===== config.mk =====
export PLATFORM = sky130hd
export DESIGN_NAME = ole_cell
export DESIGN_NICKNAME = d
export VERILOG_FILES = /design/src/sv/ole_pkg.sv /design/src/sv/ole_cell.sv
export SDC_FILE = /design/constraint.sdc
export NUM_CORES = 1
export LEC_CHECK = 0
export BUFFER_PORTS_ARGS = -buffer_cell sky130_fd_sc_hd__buf_4
export CORE_MARGIN = 5
export CORE_UTILIZATION = 46
export CTS_CLUSTER_SIZE = 30
export DETAILED_ROUTE_END_ITERATION = 10
export GPL_TIMING_DRIVEN = 0
export PLACE_DENSITY = 0.84
export SETUP_SLACK_MARGIN = 0.3
export SLEW_MARGIN = 20
export SYNTH_ARGS = -nofsm -noshare
export SYNTH_HDL_FRONTEND = slang
export SYNTH_SLANG_ARGS = --single-unit

===== constraint.sdc =====
create_clock -name i_clk -period 11.8 [get_ports i_clk]
set_input_delay 3.54 -clock i_clk [delete_from_list [all_inputs] [get_ports i_clk]]
set_output_delay 3.54 -clock i_clk [all_outputs]
set_load 0.02 [all_outputs]

===== src/sv/ole_pkg.sv =====
`timescale 1ns / 1ps
`default_nettype none
// ----------------------------------------------------------------------------
// ole_pkg
// Shared types and constants for the ordered list engine.
// ----------------------------------------------------------------------------
package ole_pkg;

    localparam int DEPTH = 64;
    localparam int IDX_W = $clog2(DEPTH);
    localparam int CNT_W = $clog2(DEPTH + 1);

    // request operation codes
    localparam logic [2:0] OP_INSERT  = 3'd0;
    localparam logic [2:0] OP_SET     = 3'd1;
    localparam logic [2:0] OP_DEL_AT  = 3'd2;
    localparam logic [2:0] OP_DEL_VAL = 3'd3;
    localparam logic [2:0] OP_FIND    = 3'd4;

    // result status codes
    localparam logic [1:0] ST_OK   = 2'd0;
    localparam logic [1:0] ST_MISS = 2'd1;
    localparam logic [1:0] ST_FULL = 2'd2;

    typedef struct packed {
        logic [2:0]         operation;
        logic signed [31:0] value;
        logic signed [15:0] position;
    } t_req;

    typedef struct packed {
        logic [1:0]  status;
        logic [9:0]  found_index;
        logic [10:0] entry_total;
    } t_rsp;

    typedef enum logic {
        S_IDLE,
        S_EXEC
    } t_state;

    typedef enum logic [1:0] {
        CM_HOLD,
        CM_INSERT,
        CM_SET,
        CM_REMOVE
    } t_cell_mode;

    // broadcast to every cell of the row
    typedef struct packed {
        t_cell_mode         mode;
        logic [IDX_W-1:0]   idx;
        logic signed [31:0] word;
    } t_cell_cmd;

endpackage
`default_nettype wire


===== src/sv/ole_cell.sv =====
`timescale 1ns / 1ps
`default_nettype none
// ----------------------------------------------------------------------------
// ole_cell
// One slot of the list: holds a word, compares it, shifts with neighbors.
// ----------------------------------------------------------------------------
module ole_cell (
    input  wire logic                        i_clk,
    input  wire logic [ole_pkg::IDX_W-1:0]   i_slot,
    input  wire logic [ole_pkg::CNT_W-1:0]   i_count,
    input  wire logic                        i_probe_en,
    input  wire logic signed [31:0]          i_probe,
    input  wire ole_pkg::t_cell_cmd          i_cmd,
    input  wire logic signed [31:0]          i_left,
    input  wire logic signed [31:0]          i_right,
    output logic signed [31:0]               o_word,
    output logic                             o_match
);

    logic signed [31:0] r_word;
    logic signed [31:0] n_word;
    logic               r_match;
    logic               in_list;

    assign in_list = ole_pkg::CNT_W'(i_slot) < i_count;

    always_comb begin
        n_word = r_word;
        case (i_cmd.mode)
            ole_pkg::CM_INSERT: begin
                if (i_slot > i_cmd.idx) begin
                    n_word = i_left;
                end else if (i_slot == i_cmd.idx) begin
                    n_word = i_cmd.word;
                end
            end
            ole_pkg::CM_SET: begin
                if (i_slot == i_cmd.idx) begin
                    n_word = i_cmd.word;
                end
            end
            ole_pkg::CM_REMOVE: begin
                if (i_slot >= i_cmd.idx) begin
                    n_word = i_right;
                end
            end
            default: begin
                n_word = r_word;
            end
        endcase
    end

    always_ff @(posedge i_clk) begin
        r_word <= n_word;
        if (i_probe_en) begin
            r_match <= in_list && (r_word == i_probe);
        end
    end

    assign o_word  = r_word;
    assign o_match = r_match;

endmodule
`default_nettype wire


==> run metrics, run 1 <==
logic gate share of total power 38.5%; Die Footprint 0.00765 mm²; Setup Viol. Count Final 0; core area 0.00589 mm²; top cell type by total area after synthesis edfxtp_1; Clock Latency Late Sink 300 ps; Max stage delay on crit path 530 ps; clock root buffer clkbuf_8; fmax 175 MHz; GP Congestion 0.854; worst clock skew 12.0 ps; critical path endpoint category flip-flop; Post-synth ARST share 0%; Vias/cell 5.31; share of the synthesized area in the top cell type 35.9%; register area share after synthesis 35.9%; CTS tree yes; final cell count without fillers 497; Sink Count 33; Antenna Cells 0; P_sw 160 µW; outcome completed; fin util 74.8%; Required @ worst endpoint 11800 ps; HP Class flip-flop to flip-flop; CTS Buffer Depth 2; DR iter-0 viols 108; drt drc 0; Worst Path Max Fanout 18; VDD IR max 0.0707 mV; final period utilization 48.5%; setup TNS 0 ps; initial antenna violation count 0; critical path launch point type input pin; ys flop type edfxtp_1; grt total ovfl 0; global-route wire length before repair 13500 µm; Avg WL per Cell 18.6 µm; Slowest-stage cell, CP a21oi_4; total number of vias 2637; fillers 410; crit-path cells buf_4 -> ha_1 -> and4_1 -> and3_4 -> buf_6 -> buf_2 -> nor2_1 -> a21oi_4 -> buf_16; num rows 28; Clock Power Share 26.4%; DR pass1 iterations 4; post-cts sizing count 0; Starting Density 46.9%; internal power 337 µW; clock buffer count from CTS 5; vias in the first global route 2788; Routed Antenna Nets 0; cts hold-fix bufs 0; Netlist cell types 29; Final Max Slew Viols 0; Die H 87.5 µm; number of synthesized register bits 33; Net Sw Frac 32.2%; Horiz. Die Dim 87.5 µm; global-route usage over all layers 23.2%; CTS H-tree depth 2; Post-synth top cells edfxtp_1 (33), mux2i_1 (32), xor2_1 (32), a22oi_2 (30), o21ai_2 (30); Post-CTS Setup Repair Bufs 0; RSZ-0062 raised after global routing no; Post-Syn Nets 392; relative slew slack 56.0%; number of top-level pins 184; max-cap violation count 0; layout cells sized above 1 63.5%; pin count of the biggest net entering global routing 19; Fin. Hold Viols 0; minimum clock period 5720 ps; Syn Area/Cell 12.0 µm²; critical path type input pin to flip-flop; synth warn 0; fin nets 583; final wirelength 9250 µm; Worst-Margin Slew 653 ps; synth top area cells edfxtp_1 (36%), a22oi_2 (14%), mux2i_1 (12%); Mapped Area 0.00276 mm²; power density cells 113 mW/mm²; Post-synth EDFFs 33; synthesis-to-finish area growth 59.4%; Syn Inst Count 230; Seq pwr share 35.2%; Post-DP HPWL 7580 µm; Clock transition at path regs 70 ps; Leakage 0.00193 µW; cell with the most instances after synthesis edfxtp_1; Worst Path Arrival 5720 ps; port buffer count 183; DP Cell Count 489
==> flip-flops by register name (all words and copies together) (netlist names) <==
name     flops
o_word      32
o_match      1
==> cell type report <==
class / instances / area (µm²) / share of cell area (%)
plain buffers: 14 / 101 / 2.30
repair buffers: 184 / 1400 / 31.8
flip-flops and latches: 33 / 991 / 22.5
clock inverters: 3 / 65.1 / 1.48
inverters: 11 / 41.3 / 0.938
clock buffers: 5 / 68.8 / 1.56
well taps: 75 / 93.8 / 2.13
multi-input cells: 172 / 1640 / 37.2
==> cell families (layout without fill, tap and decap cells) <==
family / Yosys count / after routing / synth area share (%)
flip-flops: 33 / 33 / 35.9
AO/OA/AOI/OAI: 75 / 75 / 27.2
adder cells (fa/ha/maj): 11 / 11 / 4.99
buffers and inverters: 25 / 217 / 5.17
XOR/XNOR: 32 / 32 / 10.2
multiplexers: 32 / 32 / 11.6
AND/OR/NAND/NOR: 22 / 22 / 4.94
==> layout by cell type, fill, tap and decap left out, types with 2 or more instances in the layout <==
| cell | instances |
|---|---|
| a21o_1 | 3 |
| a21oi_1 | 3 |
| a22oi_1 | 2 |
| a22oi_2 | 30 |
| buf_2 | 6 |
| buf_4 | 186 |
| buf_6 | 4 |
| bufinv_16 | 2 |
| clkbuf_8 | 5 |
| edfxtp_1 | 33 |
| ha_1 | 11 |
| inv_1 | 11 |
| mux2i_1 | 32 |
| nand3_1 | 2 |
| nand4_1 | 2 |
| nor2_1 | 3 |
| nor4_1 | 8 |
| o21ai_1 | 3 |
| o21ai_2 | 30 |
| xor2_1 | 32 |
==> path summary, 6_finish.rpt <==
check / end / cells after the start / from / slack, ps
max: o_word[8] / 9 / i_slot[5] / 6080
min: o_word[8] / 2 / o_word[8] / 680
max reg2reg: o_match / 4 / o_word[12] / 10050
min reg2reg: o_word[8] / 2 / o_word[8] / 680
==> metrics by stage <==
| step | setup WS (ps) | hold WS (ps) | power [µW] | area (µm²) |
|---|---|---|---|---|
| 3_3_place_gp | 3990 | 660 | 363 | 4230 |
| 3_5_place_dp | 5770 | 668 | 370 | 4270 |
| 5_1_grt | 5960 | 720 | 521 | 4400 |
| 2_1_floorplan | 5090 | 777 | 275 | 2760 |
| 4_1_cts | 6070 | 687 | 500 | 4400 |
| 6_report | 6080 | 680 | 498 | 4400 |
==> power by group through the flow <==
stage / clock (µW) / combinational [µW] / sequential (µW)
global placement: 0 / 186 / 177
finish: 131 / 191 / 175
global route: 138 / 205 / 178
CTS: 133 / 193 / 175
detailed placement: 0 / 193 / 177
floorplan: 0 / 77.9 / 197
==> worst max-delay path, delay by kind of cell <==
kind	cells	cell delay (ps)
AOI/OAI and AO/OA	1	530
adders and majority gates	1	310
and+or+nand+nor	3	550
buffers and inverters	4	800
==> layer usage <==
layer	wire [µm]	part of all wire, %	global-route usage [%]	up-vias
met2	4860	53	41.9	113
met1	3560	38	26.5	1243
li1	-	-	-	1269
met5	0	0	0	-
met3	688	7.4	5.68	12
met4	145	1.6	7.81	0
No activity file was read; power rests on OpenSTA's default activity.
==> run 2: changes to the inputs <==
- ABC_AREA: unset -> 1
- CORE_UTILIZATION: 46 -> 41
- PLACE_DENSITY: 0.84 -> 0.75
- clock period: 11.8 -> 4.7 ns (I/O delays scaled with it)
==> run metrics, run 2 <==
HP Class flip-flop to flip-flop; Clock Latency Late Sink 290 ps; vias in the first global route 4052; final cell count without fillers 825; R2R depth 7; CTS H-tree depth 2; layout cells sized above 1 32.6%; final wirelength 12200 µm; Reg-to-Reg Start o_word[9]; GP Congestion 0.929; Horiz. Die Dim 99.7 µm; critical path launch point type input pin; post-cts sizing count 0; Syn Inst Count 532; drt drc 0; Post-synth EDFFs 33; global-route usage over all layers 24.1%; Antenna Cells 0; number of top-level pins 184; Die Footprint 0.00994 mm²; power density cells 245 mW/mm²; setup TNS 0 ps; relative slew slack 60.1%; initial antenna violation count 0; Hold Startpoint o_word[19]; Clock transition at path regs 70 ps; Reg-to-Reg End o_match; Post-CTS Setup Repair Bufs 0; pre-CTS setup slack 1160 ps; outcome completed; synthesis-to-finish area growth 48.5%; pin count of the biggest net entering global routing 29; critical path type input pin to flip-flop; global-route wire length before repair 19300 µm; cts hold-fix bufs 0; DR pass1 iterations 4; commonest non-fill, non-tap cells in the layout nand2_1 (206), buf_4 (187), inv_1 (94); Setup Viol. Count Final 0; Hold Path Depth 4; critical path endpoint category flip-flop; register area share after synthesis 30.0%; minimum clock period 3250 ps; Routed Antenna Nets 0; core area 0.00777 mm²; Worst Path Max Fanout 28; Required @ worst endpoint 4680 ps; max reg flops 32; cell with the most instances after synthesis nand2_1; synth top area cells edfxtp_1 (30%), nand2_1 (23%), nand3_1 (12%); port buffer count 183; fmax 308 MHz; clock root buffer clkbuf_8; RSZ-0062 raised after global routing no; commonest non-fill, non-tap cell in the layout nand2_1; Syn Area/Cell 6.20 µm²; top cell type by total area after synthesis edfxtp_1; clock buffer count from CTS 5; share of the synthesized area in the top cell type 30.0%; Post-synth top cells nand2_1 (206), inv_1 (94), nand3_1 (76), nor2_1 (44), edfxtp_1 (33); total number of vias 3986; Vias/cell 4.83; Fin. Hold Viols 0; number of synthesized register bits 33; Final WS setup 1450 ps; Leakage 0.00281 µW; Sink Count 33; synth warn 0; grt total ovfl 0; Avg WL per Cell 14.8 µm; ys flop type edfxtp_1; CTS tree yes; DP Cell Count 818; Post-DP HPWL 10000 µm; Hold EP o_word[19]; num rows 32; Worst-Margin Slew 599 ps; VDD IR max 0.135 mV; Final Max Slew Viols 0; DR iter-0 viols 160; Post-synth ARST share 0%; Starting Density 42.5%; R2R setup slack 3470 ps; Post-Syn Nets 694; Die H 99.7 µm; Netlist cell types 23; final period utilization 69.1%; CTS Buffer Depth 2; hold_ws 746 ps; Worst Path Arrival 3230 ps; worst clock skew 5.52 ps; Mapped Area 0.00330 mm²; max-cap violation count 0; fin nets 885
-- run 2: cell types whose count changed in the layout (fill, tap and decap cells not counted), sizes merged, moves of 8 or more --
cell   delta
a22oi    -32
nor4      -8
xor2     -31
o21ai    -28
nor2     +42
nand3    +75
a21oi    +23
nand2   +208
mux2i    -32
inv      +84
-- run 2: critical path, stage by stage --
cell     delay (ps)
buf_4           120
ha_1            310
nand2_1          80
nor2_2          150
buf_4           200
nand2_2          80
buf_6           150
buf_6           160
nand2_1          70
o22a_2          240
buf_12          230
-- run 2: cell type report --
cell class	count	area (µm²)
flip-flops and latches	33	991
clock inverters	1	3.75
multi-input cells	382	1820
inverters	95	357
repair buffers	184	1390
well taps	102	128
plain buffers	22	138
clock buffers	6	72.6
fillers	775	2870
-- run 2: cell families after synthesis --
logic type	count (synthesis)	synth area share, %
simple gates	331	41.0
buf+inv	117	15.0
compound gates	34	8.19
flops	33	30.0
fa+ha+maj	11	4.17
xor+xnor	6	1.59
-- run 2: worst max-delay path by stage --
stage,startpoint,end,slack [ps],cells after the start
2_1_floorplan,i_cmd[37],o_word[0],1040,10
3_3_place_gp,i_slot[5],o_word[17],310,10
3_5_place_dp,i_slot[5],o_word[27],1160,11
4_1_cts,i_slot[5],o_word[31],1460,11
5_1_grt,i_slot[5],o_word[31],1350,11
6_report,i_slot[5],o_word[23],1450,11
-- run 2: power by group --
group | leakage, µW | internal [µW] | switching, µW
combinational | 0.00244 | 253 | 302
sequential | 0.000337 | 392 | 41.3
clock | 0.0000387 | 100 | 109
total | 0.00281 | 746 | 453
-- run 2: stage by stage --
| step | total power (µW) | util, % | cell area, µm² |
|---|---|---|---|
| floorplan | 737 | - | 3300 |
| global placement | 976 | 61.8 | 4800 |
| detailed placement | 995 | 62.1 | 4820 |
| CTS | 1200 | 63.1 | 4900 |
| global route | 1280 | 63.1 | 4900 |
| finish | 1200 | 63.1 | 4900 |
-- run 2: metal layers --
layer	vias to the layer above	part of all wire, %	track usage (%)
met5	-	0	0
met4	0	2.3	7.98
met3	25	7.7	4.98
met2	151	50	42.4
met1	1790	40	29.2
li1	2020	-	-
