## config.mk

```make
export PLATFORM = sky130hd
export DESIGN_NAME = ole_first
export DESIGN_NICKNAME = d
export VERILOG_FILES = /design/src/sv/ole_pkg.sv /design/src/sv/ole_first.sv
export SDC_FILE = /design/constraint.sdc
export NUM_CORES = 1
export LEC_CHECK = 0
export CORE_MARGIN = 2
export CORE_UTILIZATION = 40
export DETAILED_ROUTE_END_ITERATION = 6
export DONT_BUFFER_PORTS = 1
export SYNTH_ARGS = -nofsm -noshare
export SYNTH_HDL_FRONTEND = slang
export SYNTH_SLANG_ARGS = --single-unit
```

## constraint.sdc

```tcl
create_clock -name vclk -period 4.9
set_clock_uncertainty 0.2 [all_clocks]
set_input_delay 1.225 -clock vclk [all_inputs]
set_output_delay 1.225 -clock vclk [all_outputs]
set_load 0.02 [all_outputs]
```

## src/sv/ole_pkg.sv

```systemverilog
`timescale 1ns / 1ps
`default_nettype none
// ----------------------------------------------------------------------------
// ole_pkg
// Shared types and constants for the ordered list engine.
// ----------------------------------------------------------------------------
package ole_pkg;

    localparam int DEPTH = 64;
    localparam int IDX_W = $clog2(DEPTH);
    localparam int CNT_W = $clog2(DEPTH + 1);

    // request operation codes
    localparam logic [2:0] OP_INSERT  = 3'd0;
    localparam logic [2:0] OP_SET     = 3'd1;
    localparam logic [2:0] OP_DEL_AT  = 3'd2;
    localparam logic [2:0] OP_DEL_VAL = 3'd3;
    localparam logic [2:0] OP_FIND    = 3'd4;

    // result status codes
    localparam logic [1:0] ST_OK   = 2'd0;
    localparam logic [1:0] ST_MISS = 2'd1;
    localparam logic [1:0] ST_FULL = 2'd2;

    typedef struct packed {
        logic [2:0]         operation;
        logic signed [31:0] value;
        logic signed [15:0] position;
    } t_req;

    typedef struct packed {
        logic [1:0]  status;
        logic [9:0]  found_index;
        logic [10:0] entry_total;
    } t_rsp;

    typedef enum logic {
        S_IDLE,
        S_EXEC
    } t_state;

    typedef enum logic [1:0] {
        CM_HOLD,
        CM_INSERT,
        CM_SET,
        CM_REMOVE
    } t_cell_mode;

    // broadcast to every cell of the row
    typedef struct packed {
        t_cell_mode         mode;
        logic [IDX_W-1:0]   idx;
        logic signed [31:0] word;
    } t_cell_cmd;

endpackage
`default_nettype wire

```

## src/sv/ole_first.sv

```systemverilog
`timescale 1ns / 1ps
`default_nettype none
// ----------------------------------------------------------------------------
// ole_first
// Lowest set bit of the match row: presence flag and its index.
// ----------------------------------------------------------------------------
module ole_first (
    input  wire logic [ole_pkg::DEPTH-1:0] i_match,
    output logic                           o_any,
    output logic [ole_pkg::IDX_W-1:0]      o_index
);

    logic [ole_pkg::DEPTH-1:0] lowest;

    // isolate lowest set bit
    assign lowest = i_match & (~i_match + ole_pkg::DEPTH'(1));
    assign o_any  = |i_match;

    always_comb begin
        o_index = '0;
        for (int k = 0; k < ole_pkg::DEPTH; k++) begin
            if (lowest[k]) begin
                o_index = o_index | ole_pkg::IDX_W'(k);
            end
        end
    end

endmodule
`default_nettype wire
```

==> results of run 1 <==
[power breakdown]
part | internal [W] | total, W | switching (W)
Sequential | 0 | 0 | 0
Clock | 0 | 0 | 0
Combinational | 0.0000172 | 0.0000354 | 0.0000182
Total | 0.0000172 | 0.0000354 | 0.0000182
[critical path, delay by kind of cell]
family	cells	cell delay [ns]
compound gates	2	0.57
simple gates	5	1.73
[metal layers]
| metal | up-vias | routed length, um | part of all wire, % |
|---|---|---|---|
| li1 | 891 | - | - |
| met1 | 872 | 1974 | 41 |
| met2 | 112 | 2323 | 48 |
| met3 | 15 | 398 | 8.3 |
| met4 | 0 | 115 | 2.4 |
| met5 | - | 0 | 0 |
[area by class of cell]
| class | instances | area [sq um] |
|---|---|---|
| fill | 308 | 1488 |
| tap | 33 | 41.29 |
| inverter | 7 | 26.28 |
| timing repair buffer | 27 | 210.2 |
| multi-input combinational | 195 | 1237 |
[repair_timing]
item	CTS	global route
hold endpoints to repair	0	0
setup buffers	2	2
resized for setup	6	6
pin swaps	2	1
hold buffers	0	0
setup endpoints to repair	6	6
[kinds of logic (layout without fill, tap and decap cells)]
family | count (synthesis) | count (layout)
compound gates | 54 | 54
buf+inv | 11 | 34
simple gates | 141 | 141
[synthesized netlist by cell type (all sizes together) (3+ instances only)]
master / instances / area share, %
nand4: 11 / 5.6
inv: 7 / 2.1
nor4: 15 / 8.8
nand4b: 7 / 5.0
nand3: 9 / 3.6
a21oi: 13 / 5.3
nor4b: 3 / 2.1
or3: 7 / 3.5
nor2: 32 / 9.7
a31oi: 4 / 2.0
nor3: 20 / 8.1
and2: 5 / 2.5
nor3b: 5 / 3.0
a211oi: 3 / 1.8
nand2: 15 / 4.8
o21ai: 7 / 2.8
nor2b: 4 / 2.0
[per-stage QoR]
step | TNS [ns] | util, % | worst slack [ns] | std cells
2_1_floorplan | -0.03066 | - | -0.03066 | 206
3_3_place_gp | -0.6029 | 47.67 | -0.1303 | 258
3_5_place_dp | -0.7898 | 47.67 | -0.1476 | 258
4_1_cts | -0.01814 | 49.04 | -0.009541 | 260
5_1_grt | -0.5065 | 50.46 | -0.09597 | 262
6_report | -0.1955 | 50.46 | -0.04139 | 262
[how the worst min path moves through the flow]
stage                      from    end  depth (start not counted)  slack, ns
global route        i_match[63]  o_any                          2       2.48
floorplan           i_match[63]  o_any                          2       2.46
finish              i_match[63]  o_any                          2       2.47
detailed placement  i_match[63]  o_any                          2       2.47
CTS                 i_match[63]  o_any                          2       2.47
global placement    i_match[63]  o_any                          2       2.47
[placed cells by master, fill, tap and decap left out, types with 3 or more instances in the layout]
cell	synthesis	final
nand4_1	11	11
or3_1	7	7
nand4b_1	7	7
nand3_1	9	9
buf_4	1	25
inv_1	7	7
nor2_1	32	32
nor3_1	20	18
nand2_1	14	14
nor4_1	14	13
a31oi_1	4	4
nor3b_1	5	5
o21ai_0	7	7
a21oi_1	13	13
nor2b_1	4	4
a211oi_1	3	3
==> impl_table.tex, run 1 <==
\begin{tabular}{lr}
\hline
Metric & Value \\
\hline
\multicolumn{2}{l}{\textbf{Timing}} \\
Transition time of the tightest slew-check pin & around 0.56 ns \\
Final Cycle Share & 100.8\% \\
Final worst-path setup slack & -0.04139 ns \\
Max Slew Vio Count & 0 \\
Fmax & about 200 MHz \\
Setup repair after global routing missed its margin & yes \\
Worst-case hold slack & about 2.5 ns \\
Worst slew margin relative to its limit & 62.40\% \\
Final worst path period need & 4.941 ns \\
\# setup viols final & 6 \\
Final Hold Violating Endpoints & 0 \\
\multicolumn{2}{l}{\textbf{Synthesis}} \\
Post-synthesis share of cell area spent on and, or, nand and nor gates & between 60\% and 70\% \\
Sequential cell area fraction in the yosys report & 0\% \\
Synthesized-area fraction occupied by adder cells & 0\% \\
Syn nets & between 200 and 300 \\
Number of distinct standard cells referenced by the synthesized netlist & 49 \\
Average cell area after synthesis & around 6 sq um \\
Compound-cell area share of the yosys netlist & roughly a third \\
Syn. warnings & 0 \\
Proportion of synthesized area in mux cells & 0\% \\
Area of the mapped netlist & between 0.001 and 0.0015 sq mm \\
Instance count of the mapped netlist & 206 \\
Fraction of synthesized cell area in xor and xnor cells & 0\% \\
Combinational family with the most area after synthesis & simple AND/OR/NAND/NOR gates \\
\multicolumn{2}{l}{\textbf{Die}} \\
Placeable core area & around 0.003 sq mm \\
Die Y-Extent & 59.62 um \\
Number of placement rows & 20 \\
Initial standard-cell utilization of the core & 41.21\% \\
Die X & about 60 um \\
Die area & roughly 0.0036 sq mm \\
Number of ports placed on the die boundary & 71 \\
\multicolumn{2}{l}{\textbf{Setup path}} \\
Maximum fanout along the worst path & 6 \\
End of the critical path & o\_index[5] \\
Type of the worst setup path & in -> out \\
Critical path, cell by cell & or4\_4 -> or4b\_4 -> nor4\_4 -> nand2\_2 -> o32a\_1 -> o2111a\_1 -> nand4\_1 \\
Worst path required time & between 3 and 4 ns \\
Endpoint arrival time on the critical path & approximately 3.5 ns \\
Crit path capture type & output pin \\
Critical-path cell with the highest stage delay & or4b\_4 \\
Delay of the slowest cell on the worst path & 0.56 ns \\
Launch point of the worst path & i\_match[11] \\
Worst setup SP type & input port \\
\multicolumn{2}{l}{\textbf{Min path}} \\
Classification of the worst-slack hold path & in -> out \\
\multicolumn{2}{l}{\textbf{Placement}} \\
Half-perimeter wire length of the detailed placement result & slightly below 4 mm \\
Cell Area, Placed & $\sim$0.0014 sq mm \\
\# port buffers & 0 \\
GP Congestion & between 0.9 and 1 \\
\multicolumn{2}{l}{\textbf{GRT}} \\
Wire length of the first global-routing pass & $\sim$7.3 mm \\
Overall track demand over capacity in global routing & between 20\% and 30\% \\
Met2 Track Usage GR & between 40\% and 50\% \\
Global routing usage on met3 & roughly 2.4\% \\
Gr busiest metal & met2 \\
GR Layer Usage met1 & around a third \\
Number of antenna violations at the first check in global routing & 0 \\
Residual overflow from global routing & 0 \\
Vias in the first global route & 1710 \\
Largest net degree at the start of global routing & 14 \\
\multicolumn{2}{l}{\textbf{Finish}} \\
Layout overhead on the synthesized area & 22.45\% \\
Flip-flop and latch area & 0 sq um \\
Clock Buffer Count & 0 \\
Share of post-route cells with drive strength above 1 & 17.47\% \\
Number of nets in the finished design & just under 300 \\
Antenna Cells & 0 \\
Total non-filler cell area in the finished layout & approximately 0.0015 sq mm \\
Sequential cell count & 0 \\
\multicolumn{2}{l}{\textbf{Routing}} \\
First-pass DRT Iterations & 4 \\
Vias per cell & between 7 and 8 \\
Antenna-violating nets left & 0 \\
Final routed wire length divided by cell count & 18.36 um \\
Final Routed Wirelength & just under 5 mm \\
Via total after detailed routing & between 1.5k and 2k \\
1st-iter DRT viols & approximately 130 \\
Final routed DRC violation total & 0 \\
\multicolumn{2}{l}{\textbf{Pwr}} \\
Pwr dens & between 20 and 25 mW/mm\^{}2 \\
Leakage Power & slightly above 0.5 nW \\
Total Power & about 0.000035 W \\
IR drop worst, VDD & between 0.009 and 0.01 mV \\
\multicolumn{2}{l}{\textbf{Outcome}} \\
Violations in the final reports & setup timing \\
Result of the run & finished with violations \\
\multicolumn{2}{l}{\textbf{Job}} \\
Maxcap violations & 0 \\
\hline
\end{tabular}
No activity file was read; power rests on OpenSTA's default activity.
==> run 2, diff against run 1 <==
PLACE_DENSITY = 0.64   (was unset)
==> impl_table.tex, run 2 (synthesized netlist as in run 1, its figures left out) <==
\begin{tabular}{lr}
\hline
Metric & Value \\
\hline
\multicolumn{2}{l}{\textbf{GRT}} \\
Wire length of the first global-routing pass & 7.024 mm (was 7.293 mm) \\
Number of antenna violations at the first check in global routing & 0 (unchanged) \\
Overall track demand over capacity in global routing & 24.79\% (was 25.64\%) \\
Residual overflow from global routing & 0 (unchanged) \\
Largest net degree at the start of global routing & 14 (unchanged) \\
Vias in the first global route & 1639 (was 1710) \\
\multicolumn{2}{l}{\textbf{Die}} \\
Die area & 0.003555 sq mm (unchanged) \\
Initial standard-cell utilization of the core & 41.21\% (unchanged) \\
Die Y-Extent & 59.62 um (unchanged) \\
Number of ports placed on the die boundary & 71 (unchanged) \\
Number of placement rows & 20 (unchanged) \\
Placeable core area & 0.003003 sq mm (unchanged) \\
Die X & 59.62 um (unchanged) \\
\multicolumn{2}{l}{\textbf{Routing}} \\
Via total after detailed routing & 1863 (was 1890) \\
Routed wire length on met2 & 2.191 mm (was 2.323 mm) \\
Metal1 wirelength & 1.874 mm (was 1.974 mm) \\
Final Routed Wirelength & 4.653 mm (was 4.811 mm) \\
Final routed wire length divided by cell count & 18.25 um (was 18.36 um) \\
First-pass DRT Iterations & 5 (was 4) \\
WL met3 & 539 um (was 398 um) \\
Vias per cell & 7.306 (was 7.214) \\
Top layer in use & met4 (unchanged) \\
Antenna-violating nets left & 0 (unchanged) \\
Final routed DRC violation total & 0 (unchanged) \\
1st-iter DRT viols & 175 (was 128) \\
\multicolumn{2}{l}{\textbf{Timing}} \\
Worst-case hold slack & 2.463 ns (was 2.468 ns) \\
Fmax & 201.6 MHz (was 202.4 MHz) \\
Total negative slack & -0.1883 ns (was -0.1955 ns) \\
Transition time of the tightest slew-check pin & 0.6026 ns (was 0.5565 ns) \\
Final Hold Violating Endpoints & 0 (unchanged) \\
Final worst-path setup slack & -0.06048 ns (was -0.04139 ns) \\
Setup repair after global routing missed its margin & yes (unchanged) \\
Final Cycle Share & 101.2\% (was 100.8\%) \\
\# setup viols final & 5 (was 6) \\
Worst slew margin relative to its limit & 58.79\% (was 62.40\%) \\
Max Slew Vio Count & 0 (unchanged) \\
Final worst path period need & 4.960 ns (was 4.941 ns) \\
\multicolumn{2}{l}{\textbf{Finish}} \\
Sequential cell count & 0 (unchanged) \\
Total non-filler cell area in the finished layout & 0.001470 sq mm (was 0.001515 sq mm) \\
Leading cell types in the layout, fill and taps excluded & nor2\_1, nor3\_1, buf\_4 (was nor2\_1, buf\_4, nor3\_1) \\
Flip-flop and latch area & 0 sq um (unchanged) \\
Clock Buffer Count & 0 (unchanged) \\
Fill cell count & 331 (was 308) \\
Number of nets in the finished design & 288 (was 295) \\
Layout overhead on the synthesized area & 18.81\% (was 22.45\%) \\
Commonest non-fill, non-tap cell in the layout & nor2\_1 (unchanged) \\
Antenna Cells & 0 (unchanged) \\
Share of post-route cells with drive strength above 1 & 14.41\% (was 17.47\%) \\
\multicolumn{2}{l}{\textbf{Setup path}} \\
Critical-path cell with the highest stage delay & or4b\_4 (unchanged) \\
Critical path's top delay family & simple AND/OR/NAND/NOR gates (unchanged) \\
Buffer and inverter count on the worst path & 0 (unchanged) \\
Endpoint arrival time on the critical path & 3.54 ns (was 3.52 ns) \\
Crit path capture type & output pin (unchanged) \\
Type of the worst setup path & in -> out (unchanged) \\
Critical path, cell by cell & or4\_4 -> or4b\_4 -> nor4\_4 -> nand2\_2 -> o41ai\_4 -> nor3\_1 -> nand4\_1 (was or4\_4 -> or4b\_4 -> nor4\_4 -> nand2\_2 -> o32a\_1 -> o2111a\_1 -> nand4\_1) \\
Worst path required time & 3.47 ns (about the same) \\
Delay of the slowest cell on the worst path & 0.56 ns (about the same) \\
Worst setup SP type & input port (unchanged) \\
Maximum fanout along the worst path & 7 (was 6) \\
\multicolumn{2}{l}{\textbf{Outcome}} \\
Result of the run & finished with violations (unchanged) \\
Violations in the final reports & setup timing (unchanged) \\
\multicolumn{2}{l}{\textbf{Min path}} \\
Classification of the worst-slack hold path & in -> out (unchanged) \\
\multicolumn{2}{l}{\textbf{Placement}} \\
\# port buffers & 0 (unchanged) \\
Half-perimeter wire length of the detailed placement result & 3.870 mm (was 3.919 mm) \\
Cell Area, Placed & 0.001401 sq mm (was 0.001431 sq mm) \\
GP Congestion & 1.022 (was 0.9821) \\
Worst setup slack before clock tree synthesis & -0.2012 ns (was -0.1476 ns) \\
\multicolumn{2}{l}{\textbf{Pwr}} \\
Pwr dens & 23.83 mW/mm\^{}2 (was 23.34 mW/mm\^{}2) \\
IR drop worst, VDD & 0.01079 mV (was 0.009654 mV) \\
Leakage Power & 0.5119 nW (was 0.5066 nW) \\
\multicolumn{2}{l}{\textbf{Job}} \\
Maxcap violations & 0 (unchanged) \\
\hline
\end{tabular}
## run 2: changes by cell type in the layout (fill, tap and decap cells not counted), sizes merged
cell,delta
buf,-7
## run 2: final timing paths
check	to	startpoint	depth (start not counted)	slack [ns]
setup / recovery	o_index[3]	i_match[11]	7	-0.06
hold / removal	o_any	i_match[63]	2	2.46
## run 2: routing by layer
metal / GRT usage [%] / vias up
met1: 33.77 / 846
met4: 4.127 / 0
met3: 4.148 / 6
met2: 41.44 / 136
li1: - / 875
met5: 0 / -
## run 2: stage by stage
| step | total power [W] | utilization, % | cells |
|---|---|---|---|
| 3_3_place_gp | 0.00003391 | 46.67 | 254 |
| 3_5_place_dp | 0.00003419 | 46.67 | 254 |
| 5_1_grt | 0.00003844 | 48.96 | 255 |
| 6_report | 0.00003503 | 48.96 | 255 |
| 2_1_floorplan | 0.00002786 | - | 206 |
| 4_1_cts | 0.00003468 | 48.13 | 254 |
## run 2: final cells by class
cell class                 count  area (sq um)  share of cell area [%]
inverter                       7         26.28                   1.787
multi-input combinational    195          1245                   84.68
tap                           33         41.29                   2.809
timing repair buffer          20         157.7                   10.72
## run 2: timing repair
action	CTS	global route
gates resized for setup	7	5
setup endpoints to repair	6	6
setup buffers	0	1
pin swaps	3	4
hold buffers	0	0
hold endpoints to repair	0	0
## run 2: report_power, final
part	total, W	internal, W	leakage [nW]	switching (W)
combinational	0.0000350	0.0000168	0.512	0.0000182
clock	0	0	0	0
sequential	0	0	0	0
